[src/pla_pkg.sv]
package pla_pkg;

    localparam int COORD_BITS = 24;
    localparam int SUM_BITS   = 48;
    localparam int COUNT_BITS = 20;
    localparam int ROOT_BITS  = COORD_BITS + 1;
    localparam int SQ_BITS    = 2 * ROOT_BITS;
    localparam int PROD_BITS  = 2 * COORD_BITS;
    localparam int REM_BITS   = ROOT_BITS + 2;
    localparam int STEP_BITS  = $clog2(ROOT_BITS);

    typedef enum logic [1:0] {
        AXIS_X,
        AXIS_Y,
        AXIS_Z
    } t_axis;

    typedef enum logic [2:0] {
        ST_IDLE,
        ST_SQ_X,
        ST_SQ_Y,
        ST_SQ_Z,
        ST_SQ_ACC,
        ST_ROOT,
        ST_ACCUM,
        ST_FINISH
    } t_state;

    typedef struct packed {
        logic  load;
        logic  mul_en;
        t_axis mul_sel;
        logic  acc_clr;
        logic  acc_en;
        logic  root_step;
        logic  sum_add;
        logic  out_load;
    } t_cmd;

    typedef struct packed {
        logic have_prev;
        logic final_pt;
        logic final_in;
        logic out_busy;
    } t_status;

endpackage

[src/pla_ctrl.sv]
module pla_ctrl import pla_pkg::*; (
    input  logic    i_clk,
    input  logic    i_rst_n,
    input  logic    i_valid,
    output logic    o_stall,
    input  t_status i_status,
    output t_cmd    o_cmd
);

    t_state                 r_state;
    t_state                 n_state;
    logic [STEP_BITS-1:0]   r_step;
    logic [STEP_BITS-1:0]   n_step;
    logic                   w_accept;
    logic                   w_last_step;

    assign o_stall     = (r_state != ST_IDLE);
    assign w_accept    = i_valid && (r_state == ST_IDLE);
    assign w_last_step = (r_step == STEP_BITS'(ROOT_BITS - 1));

    always_comb begin
        n_state = r_state;
        unique case (r_state)
            ST_IDLE: begin
                if (w_accept) begin
                    if (i_status.have_prev) begin
                        n_state = ST_SQ_X;
                    end else if (i_status.final_in) begin
                        n_state = ST_FINISH;
                    end
                end
            end
            ST_SQ_X:   n_state = ST_SQ_Y;
            ST_SQ_Y:   n_state = ST_SQ_Z;
            ST_SQ_Z:   n_state = ST_SQ_ACC;
            ST_SQ_ACC: n_state = ST_ROOT;
            ST_ROOT: begin
                if (w_last_step) begin
                    n_state = ST_ACCUM;
                end
            end
            ST_ACCUM: begin
                n_state = i_status.final_pt ? ST_FINISH : ST_IDLE;
            end
            ST_FINISH: begin
                if (!i_status.out_busy) begin
                    n_state = ST_IDLE;
                end
            end
            default:   n_state = ST_IDLE;
        endcase
    end

    always_comb begin
        n_step = r_step;
        if (r_state == ST_SQ_ACC) begin
            n_step = '0;
        end else if (r_state == ST_ROOT) begin
            n_step = r_step + STEP_BITS'(1);
        end
    end

    always_comb begin
        o_cmd         = '0;
        o_cmd.mul_sel = AXIS_X;
        unique case (r_state)
            ST_IDLE: begin
                o_cmd.load = w_accept;
            end
            ST_SQ_X: begin
                o_cmd.mul_en  = 1'b1;
                o_cmd.mul_sel = AXIS_X;
                o_cmd.acc_clr = 1'b1;
            end
            ST_SQ_Y: begin
                o_cmd.mul_en  = 1'b1;
                o_cmd.mul_sel = AXIS_Y;
                o_cmd.acc_en  = 1'b1;
            end
            ST_SQ_Z: begin
                o_cmd.mul_en  = 1'b1;
                o_cmd.mul_sel = AXIS_Z;
                o_cmd.acc_en  = 1'b1;
            end
            ST_SQ_ACC: begin
                o_cmd.acc_en = 1'b1;
            end
            ST_ROOT: begin
                o_cmd.root_step = 1'b1;
            end
            ST_ACCUM: begin
                o_cmd.sum_add = 1'b1;
            end
            ST_FINISH: begin
                o_cmd.out_load = !i_status.out_busy;
            end
            default: begin
                o_cmd.load = 1'b0;
            end
        endcase
    end

    always_ff @(posedge i_clk) begin
        if (!i_rst_n) begin
            r_state <= ST_IDLE;
            r_step  <= '0;
        end else begin
            r_state <= n_state;
            r_step  <= n_step;
        end
    end

endmodule

[src/pla_datapath.sv]
module pla_datapath import pla_pkg::*; (
    input  logic                         i_clk,
    input  logic                         i_rst_n,
    input  logic signed [COORD_BITS-1:0] i_coord_x,
    input  logic signed [COORD_BITS-1:0] i_coord_y,
    input  logic signed [COORD_BITS-1:0] i_coord_z,
    input  logic                         i_final_point,
    input  logic                         i_stall,
    output logic                         o_valid,
    output logic [SUM_BITS-1:0]          o_total_length,
    output logic [COUNT_BITS-1:0]        o_point_count,
    output logic                         o_saturated,
    input  t_cmd                         i_cmd,
    output t_status                      o_status
);

    logic signed [COORD_BITS-1:0] r_prev_x, r_prev_y, r_prev_z;
    logic                         r_have_prev;
    logic                         r_final;
    logic [COORD_BITS-1:0]        r_dx, r_dy, r_dz;
    logic [PROD_BITS-1:0]         r_prod;
    logic [SQ_BITS-1:0]           r_acc;
    logic [REM_BITS-1:0]          r_rem;
    logic [ROOT_BITS-1:0]         r_root;
    logic [SUM_BITS-1:0]          r_sum;
    logic [COUNT_BITS-1:0]        r_count;
    logic                         r_ovf;
    logic                         r_out_valid;
    logic [SUM_BITS-1:0]          r_out_len;
    logic [COUNT_BITS-1:0]        r_out_cnt;
    logic                         r_out_sat;

    logic [COORD_BITS-1:0]        w_ax, w_ay, w_az;
    logic [COORD_BITS-1:0]        w_mul_a;
    logic [REM_BITS+1:0]          w_rem_sh;
    logic [REM_BITS+1:0]          w_trial;
    logic                         w_fit;
    logic [SUM_BITS:0]            w_sum_ext;
    logic                         w_out_take;

    function automatic logic [COORD_BITS-1:0] abs_diff(
        input logic signed [COORD_BITS-1:0] a,
        input logic signed [COORD_BITS-1:0] b
    );
        logic signed [COORD_BITS:0] d;
        logic [COORD_BITS:0]        m;
        d = {a[COORD_BITS-1], a} - {b[COORD_BITS-1], b};
        m = d[COORD_BITS] ? (~d + (COORD_BITS+1)'(1)) : d;
        return m[COORD_BITS-1:0];
    endfunction

    assign w_ax = abs_diff(i_coord_x, r_prev_x);
    assign w_ay = abs_diff(i_coord_y, r_prev_y);
    assign w_az = abs_diff(i_coord_z, r_prev_z);

    always_comb begin
        unique case (i_cmd.mul_sel)
            AXIS_X:  w_mul_a = r_dx;
            AXIS_Y:  w_mul_a = r_dy;
            AXIS_Z:  w_mul_a = r_dz;
            default: w_mul_a = '0;
        endcase
    end

    assign w_rem_sh  = {r_rem, r_acc[SQ_BITS-1 -: 2]};
    assign w_trial   = {2'b00, r_root, 2'b01};
    assign w_fit     = (w_rem_sh >= w_trial);
    assign w_sum_ext = {1'b0, r_sum} + (SUM_BITS+1)'(r_root);
    assign w_out_take = r_out_valid && !i_stall;

    assign o_status.have_prev = r_have_prev;
    assign o_status.final_pt  = r_final;
    assign o_status.final_in  = i_final_point;
    assign o_status.out_busy  = r_out_valid && i_stall;

    assign o_valid        = r_out_valid;
    assign o_total_length = r_out_len;
    assign o_point_count  = r_out_cnt;
    assign o_saturated    = r_out_sat;

    always_ff @(posedge i_clk) begin
        if (i_cmd.load) begin
            r_dx    <= w_ax;
            r_dy    <= w_ay;
            r_dz    <= w_az;
            r_final <= i_final_point;
        end
        if (i_cmd.mul_en) begin
            r_prod <= w_mul_a * w_mul_a;
        end
        if (i_cmd.acc_clr) begin
            r_acc  <= '0;
            r_rem  <= '0;
            r_root <= '0;
        end else if (i_cmd.acc_en) begin
            r_acc <= r_acc + SQ_BITS'(r_prod);
        end else if (i_cmd.root_step) begin
            r_acc <= {r_acc[SQ_BITS-3:0], 2'b00};
            if (w_fit) begin
                r_rem  <= REM_BITS'(w_rem_sh - w_trial);
                r_root <= {r_root[ROOT_BITS-2:0], 1'b1};
            end else begin
                r_rem  <= w_rem_sh[REM_BITS-1:0];
                r_root <= {r_root[ROOT_BITS-2:0], 1'b0};
            end
        end
        if (i_cmd.out_load) begin
            r_out_len <= r_sum;
            r_out_cnt <= r_count;
            r_out_sat <= r_ovf;
        end
    end

    always_ff @(posedge i_clk) begin
        if (!i_rst_n) begin
            r_prev_x    <= '0;
            r_prev_y    <= '0;
            r_prev_z    <= '0;
            r_have_prev <= 1'b0;
            r_sum       <= '0;
            r_count     <= '0;
            r_ovf       <= 1'b0;
            r_out_valid <= 1'b0;
        end else begin
            if (i_cmd.load) begin
                r_prev_x    <= i_coord_x;
                r_prev_y    <= i_coord_y;
                r_prev_z    <= i_coord_z;
                r_have_prev <= 1'b1;
                if (r_count != '1) begin
                    r_count <= r_count + COUNT_BITS'(1);
                end
            end
            if (i_cmd.sum_add) begin
                if (w_sum_ext[SUM_BITS]) begin
                    r_sum <= '1;
                    r_ovf <= 1'b1;
                end else begin
                    r_sum <= w_sum_ext[SUM_BITS-1:0];
                end
            end
            if (i_cmd.out_load) begin
                r_prev_x    <= '0;
                r_prev_y    <= '0;
                r_prev_z    <= '0;
                r_have_prev <= 1'b0;
                r_sum       <= '0;
                r_count     <= '0;
                r_ovf       <= 1'b0;
                r_out_valid <= 1'b1;
            end else if (w_out_take) begin
                r_out_valid <= 1'b0;
            end
        end
    end

endmodule

[src/polyline_arclength.sv]
// Sequence: the first point of a polyline only becomes the previous point; each later point
//   goes through shared squaring and accumulation, the 25-step restoring square root and the add.
// A final point then loads the result beat, waiting while the previous beat is stalled.
// o_stall holds off new points in every state but idle; a single-point polyline goes straight to the result.
// Reset: synchronous, active low; clears the running total, count, previous point
//   and the output valid.
module polyline_arclength import pla_pkg::*; (
    input  logic                         i_clk,
    input  logic                         i_rst_n,
    input  logic                         i_valid,
    output logic                         o_stall,
    input  logic signed [COORD_BITS-1:0] i_coord_x,
    input  logic signed [COORD_BITS-1:0] i_coord_y,
    input  logic signed [COORD_BITS-1:0] i_coord_z,
    input  logic                         i_final_point,
    output logic                         o_valid,
    input  logic                         i_stall,
    output logic [SUM_BITS-1:0]          o_total_length,
    output logic [COUNT_BITS-1:0]        o_point_count,
    output logic                         o_saturated
);

    t_cmd    w_cmd;
    t_status w_status;

    pla_ctrl u_ctrl (
        .i_clk    (i_clk),
        .i_rst_n  (i_rst_n),
        .i_valid  (i_valid),
        .o_stall  (o_stall),
        .i_status (w_status),
        .o_cmd    (w_cmd)
    );

    pla_datapath u_datapath (
        .i_clk          (i_clk),
        .i_rst_n        (i_rst_n),
        .i_coord_x      (i_coord_x),
        .i_coord_y      (i_coord_y),
        .i_coord_z      (i_coord_z),
        .i_final_point  (i_final_point),
        .i_stall        (i_stall),
        .o_valid        (o_valid),
        .o_total_length (o_total_length),
        .o_point_count  (o_point_count),
        .o_saturated    (o_saturated),
        .i_cmd          (w_cmd),
        .o_status       (w_status)
    );

endmodule

[config.mk]
export PLATFORM = sky130hd
export DESIGN_NAME = polyline_arclength
export DESIGN_NICKNAME = d
export VERILOG_FILES = /design/src/pla_pkg.sv /design/src/pla_ctrl.sv /design/src/pla_datapath.sv /design/src/polyline_arclength.sv
export SDC_FILE = /design/constraint.sdc
export NUM_CORES = 2
export LEC_CHECK = 0
export ABC_CLOCK_PERIOD_IN_PS = 12800
export BUFFER_PORTS_ARGS = -buffer_cell sky130_fd_sc_hd__buf_4
export CAP_MARGIN = 20
export CORE_ASPECT_RATIO = 1.5
export CORE_MARGIN = 2
export CORE_UTILIZATION = 25
export CTS_CLUSTER_SIZE = 14
export DETAILED_ROUTE_END_ITERATION = 10
export GPL_TIMING_DRIVEN = 0
export SYNTH_ARGS = -nofsm -noshare
export SYNTH_HDL_FRONTEND = slang
export SYNTH_HIERARCHICAL = 1
export SYNTH_SLANG_ARGS = --single-unit
[constraint.sdc]
create_clock -name i_clk -period 12.8 [get_ports i_clk]
set_clock_uncertainty 0.05 [all_clocks]
set_input_delay 0.64 -clock i_clk [delete_from_list [all_inputs] [get_ports i_clk]]
set_output_delay 0.64 -clock i_clk [all_outputs]
set_load 0.005 [all_outputs]
### Yosys cells after proc, flatten, opt, wreduce, memory -nomap -nowiden

Index checks and enable logic that the tools add are counted.

| storage, ports and cells | value |
|---|---|
| bits of input ports | 77 |
| flip-flop bits (word level) | 443 |
| output and inout bits | 71 |
| word-level logic and storage cells | 96 |

| cells by class | value |
|---|---|
| multiply operators | 1 |
| bitwise operators | 5 |
| reductions and logical operators | 17 |
| eq/ne operators | 15 |
| order comparisons | 1 |
| add/subtract/negate cells | 11 |
| multiplexer cells | 25 |

Operators by type and width:

| cell | number |
|---|---|
| two-way mux 50 bit | 2 |
| subtractor 24 x 24 -> 25 bit | 3 |
| adder 24 x 2 -> 24 bit (second input constant) | 3 |
| two-way mux 24 bit | 3 |
| NOT 24 bit | 3 |
| case mux 24 bit (3 select lines) | 1 |
| adder 50 x 48 -> 50 bit | 1 |
| adder 48 x 25 -> 49 bit | 1 |
| multiplier 24 x 24 -> 48 bit | 1 |
| two-way mux 48 bit | 1 |
| greater-or-equal comparator 29 x 27 -> 1 bit | 1 |
| two-way mux 27 bit | 1 |
| subtractor 27 bit | 1 |
| case mux 3 bit (8 select lines) | 1 |
| adder 20 x 1 -> 20 bit (second input constant) | 1 |
| inequality test 20 bit (second input constant) | 1 |
| two-way mux 3 bit | 6 |
| equality test 3 bit (second input constant) | 4 |
| two-way mux 1 bit | 9 |
| case mux 3 bit (3 select lines) | 1 |
| equality test 3 x 2 -> 1 bit (second input constant) | 2 |
| AND reduction 2 bit | 3 |
| adder 5 x 1 -> 5 bit (second input constant) | 1 |
| equality test 5 bit (second input constant) | 1 |
| other kinds (16) | 23 |

### Logic depth before layout (Yosys ltp)

| logic depth | value |
|---|---|
| depth after elaboration | 5 |
| depth in mapped cells | 38 |
| mapped depth without buffers | 34 |

### Modules after synthesis

The synthesis kept the hierarchy.

By module, submodules not included:

| module | times used | sequential area each (um^2) | area an instance (um^2) | cells an instance |
|---|---|---|---|---|
| pla_datapath | 1 | 10,580.1 | 42,684.7 | 4,741 |
| pla_ctrl | 1 | 160.2 | 549.3 | 69 |

### Worst setup path after synthesis

OpenSTA, ideal clock, no wires.

| timing path | value |
|---|---|
| path kind | register -> register |
| start | register u_ctrl.r_state[0] |
| end | register u_datapath.r_prod[45], data pin |
| required time | 12.488 ns |
| library setup time | 0.262 ns |
| arrival | 8.858 ns |
| setup slack | 3.629 ns |
| cell stages (with the launch flop) | 37 |
| clock period less this slack | 9.171 ns |
| path buffers | 4 |
| cell sequence | dfxtp_1 buf_2 nand2_1 nor2_1 clkbuf_1 buf_1 mux2i_1 nor2_1 a21oi_1 inv_1 clkbuf_1 nand2_1 inv_1 fa_1 inv_1 fa_1 inv_1 fa_1 inv_1 fa_1 inv_1 fa_1 fa_1 inv_1 fa_1 inv_1 ha_1 inv_1 nor4_1 o2111ai_1 nand3_1 o211ai_1 o21ai_0 a21oi_1 o21ai_0 mux2i_1 nand3_1 |

RTL lines:

| item | RTL line | text |
|---|---|---|
| from (decl) | pla_ctrl.sv:10 | `t_state r_state;` |
| from (signal assigned) | pla_ctrl.sv:108 | `r_state <= n_state;` |
| to (signal assigned) | pla_datapath.sv:89 | `r_prod <= w_mul_a * w_mul_a;` |
| to (decl) | pla_datapath.sv:21 | `logic [PROD_BITS-1:0] r_prod;` |

==> metrics.md <==
| Metric | Value |
|---|---|
| Outcome | complete, no violations |
| ANT nets after route | 0 |
| Cts hold-fix bufs | 0 |
| Drt via density | 4.68 |
| Core Area | 0.172 mm^2 |
| EDFF count, synth | 189 |
| Effective utilization at floorplan | 25.2% |
| Hold Vio Cnt, Final | 0 |
| Final worst path period share | 93.8% |
| Max clock buf depth | 3 |
| Routed met2 length | 66300 um |
| Syn-to-layout area delta | 13.7% |
| Worst path arrival time | 12.33 ns |
| Crit-path max FO | 10 |
| Most common cell after layout, fill and taps aside | inv_1 |
| Cell variety after synth | 99 |
| Total negative slack | 0 ns |
| Routed length per instance | 17.2 um |
| Syn Nets | 5670 |
| Drt drc | 0 |
| Max cap viols | 0 |
| Yosys top cell by area | fa_1 |
| Synth top area cells | fa_1 20%, edfxtp_1 13%, dfxtp_1 12%, ha_1 10%, inv_1 6.8% |
| Core Rows | 186 |
| Die Span Y | 513 um |
| Count of pins over their slew limit | 0 |
| Total CTS buffers | 52 |
| IO Port Bufs | 147 |
| Routability cong. | 0.933 |
| Nets | 5882 |
| RSZ-0062 raised after global routing | false |
| Most common flop cell mapped by yosys | dfxtp_1 |
| Crit. End Element | register |
| # setup viols final | 0 |
| CP max-delay cell | a21oi_1 |
| Area of the multi-input gates | 0.0288 mm^2 |
| WL met1 | 47400 um |
| Peak Freq | 0.0833 GHz |
| Crit path largest cell delay | 0.93 ns |
| First-pass GRT wire length | 196000 um |
| Required time worst endpoint | 13.13 ns |
| Fraction of registers with async set/reset | 0% |
| CTS tree | built |
| Top cell type's share of synthesized area | 20.2% |
| Mapped Cells | 4810 |
| Die width | 344 um |
| Clock root buffer | clkbuf_16 |
| CP Buf/Inv Count | 9 |
| Pin count of the biggest net entering global routing | 55 |
| Setup bufs post-CTS | 0 |
| Register area share after synthesis | 24.8% |
| H-tree depth | 2 |
| Worst setup SP type | register |
| Most frequent cells in the layout | 783 x inv_1, 472 x nor2_1, 437 x fa_1 |
| Ys Warns | 6 |
| Total grt overflow | 0 |
| Clock latency on the worst-skew pair | 0.65 ns |
| DPL Wire Length | 104000 um |
| Slew @ Worst Pin | 1.24 ns |
| Io pins | 148 |
| CP top delay family | adder cells |
| Sequential Area | 0.0107 mm^2 |
| Drt first pass iters | 5 |
| FILL cells | 18.1k |
| Post-Route WL | 126000 um |
| Hold crit path type | primary input to register |
| Share of cells above drive strength 1 | 6.63% |
| Post-CTS resize count | 0 |
| Post-Synthesis Cell Area | 0.0432 mm^2 |
| CP most frequent cell | fa_1 |
| Uppermost layer routed | met4 |
| Clk sinks | 442 |
| Worst-path clk slew | 0.06 ns |
| Synthesized flop and latch total | 442 |
| Die ar. | 0.176 mm^2 |
| Met3 wire length | 4280 um |
| Number of global-route vias before repair | 35.6k |
| Min Tclk post-route | 12.00 ns |
| Total Routing Usage GR | 14.1% |
| Initial antenna violation count | 1 |
| Syn Area/Cell | 8.99 um^2 |
| DR vias | 34.3k |
| Drt first-iter violations | 1727 |
| CP Class | register to register |
| Slew HR | 17.1% |
## cell type report
class / instances / area share [%]
diodes: 1 / 0.00509
plain buffers: 172 / 1.42
clock buffers: 70 / 3.06
clock inverters: 28 / 0.687
inverters: 791 / 6.04
multi-input cells: 3405 / 58.7
flip-flops and latches: 442 / 21.8
well taps: 2256 / 5.74
repair buffers: 158 / 2.54
## stage by stage
stage / setup WS (ns) / cells / utilization, % / instance area, um^2 / hold slack, ns
after detailed placement: 0.916 / 7224 / 27.6 / 47300 / 0.367
final: 0.799 / 7323 / 28.7 / 49200 / 0.144
after floorplan: 3.63 / 4810 / - / 43200 / 0.358
after CTS: 0.877 / 7322 / 28.7 / 49200 / 0.115
after global routing: 0.297 / 7323 / 28.7 / 49200 / 0.121
after global placement: 0.381 / 7213 / 27.5 / 47200 / 0.368
## flip-flops by register name, summed over array words and instances (netlist names), 20 cells and up
name                       cells
u_datapath/r_prev_z           24
u_datapath/r_acc              50
u_datapath/r_dx               24
u_datapath/r_dy               24
u_datapath/o_point_count      20
u_datapath/r_rem              27
u_datapath/r_dz               24
u_datapath/r_prev_y           24
u_datapath/r_count            20
u_datapath/o_total_length     48
u_datapath/r_prev_x           24
u_datapath/r_sum              48
u_datapath/r_root             25
u_datapath/r_prod             47
## worst reg2reg max path: cells and delay by family, from the launching register on
family,cells,cell delay [ns]
fa+ha+maj,8,4.10
flops,1,0.40
mux,2,0.65
simple gates,7,1.52
buf+inv,9,2.61
compound gates,6,2.41
## final timing paths
kind                                        start                endpoint  slack [ns]  depth (start not counted)
worst max register to register  u_ctrl/r_state[0]   u_datapath/r_prod[45]        0.80                         32
worst max-delay path            u_ctrl/r_state[0]   u_datapath/r_prod[45]        0.80                         32
worst min register to register   u_datapath/r_ovf  u_datapath/o_saturated        0.39                          0
worst min-delay path                i_final_point      u_datapath/r_final        0.14                          1
## cells by family after synthesis
logic type | share of synthesized area [%]
AOI/OAI and AO/OA | 14.5
adders and majority gates | 30.2
buffers and inverters | 8.48
DFF | 24.8
muxes | 2.79
and+or+nand+nor | 13.7
xor gates and xnor gates | 5.43
## synth_stat cells, drive strengths merged (11+ instances only)
library cell  count
and3             35
nand3            61
inv             783
xor2            108
nor3             98
o21ai           148
nand2           385
and2             13
mux2i           116
o21bai           25
nor2            475
dfxtp           253
nand4            32
a211oi           98
a311oi           25
a31oi            48
buf              33
edfxtp          189
a21oi           269
nor4             16
a21boi           11
fa              437
a21o            130
nand2b           38
o31ai            12
ha              346
clkbuf          139
or3              24
xnor2           160
nor2b            73
o211ai           19
o21a             36
## per-layer routing
metal,vias up,global-route usage (%)
li1,16500,-
met1,16700,14.8
met2,787,26.8
met3,307,1.40
met4,0,8.28
met5,-,0
Power is not shown: default switching activity piles up to over one toggle a cycle in this logic, so the estimate is an artifact.
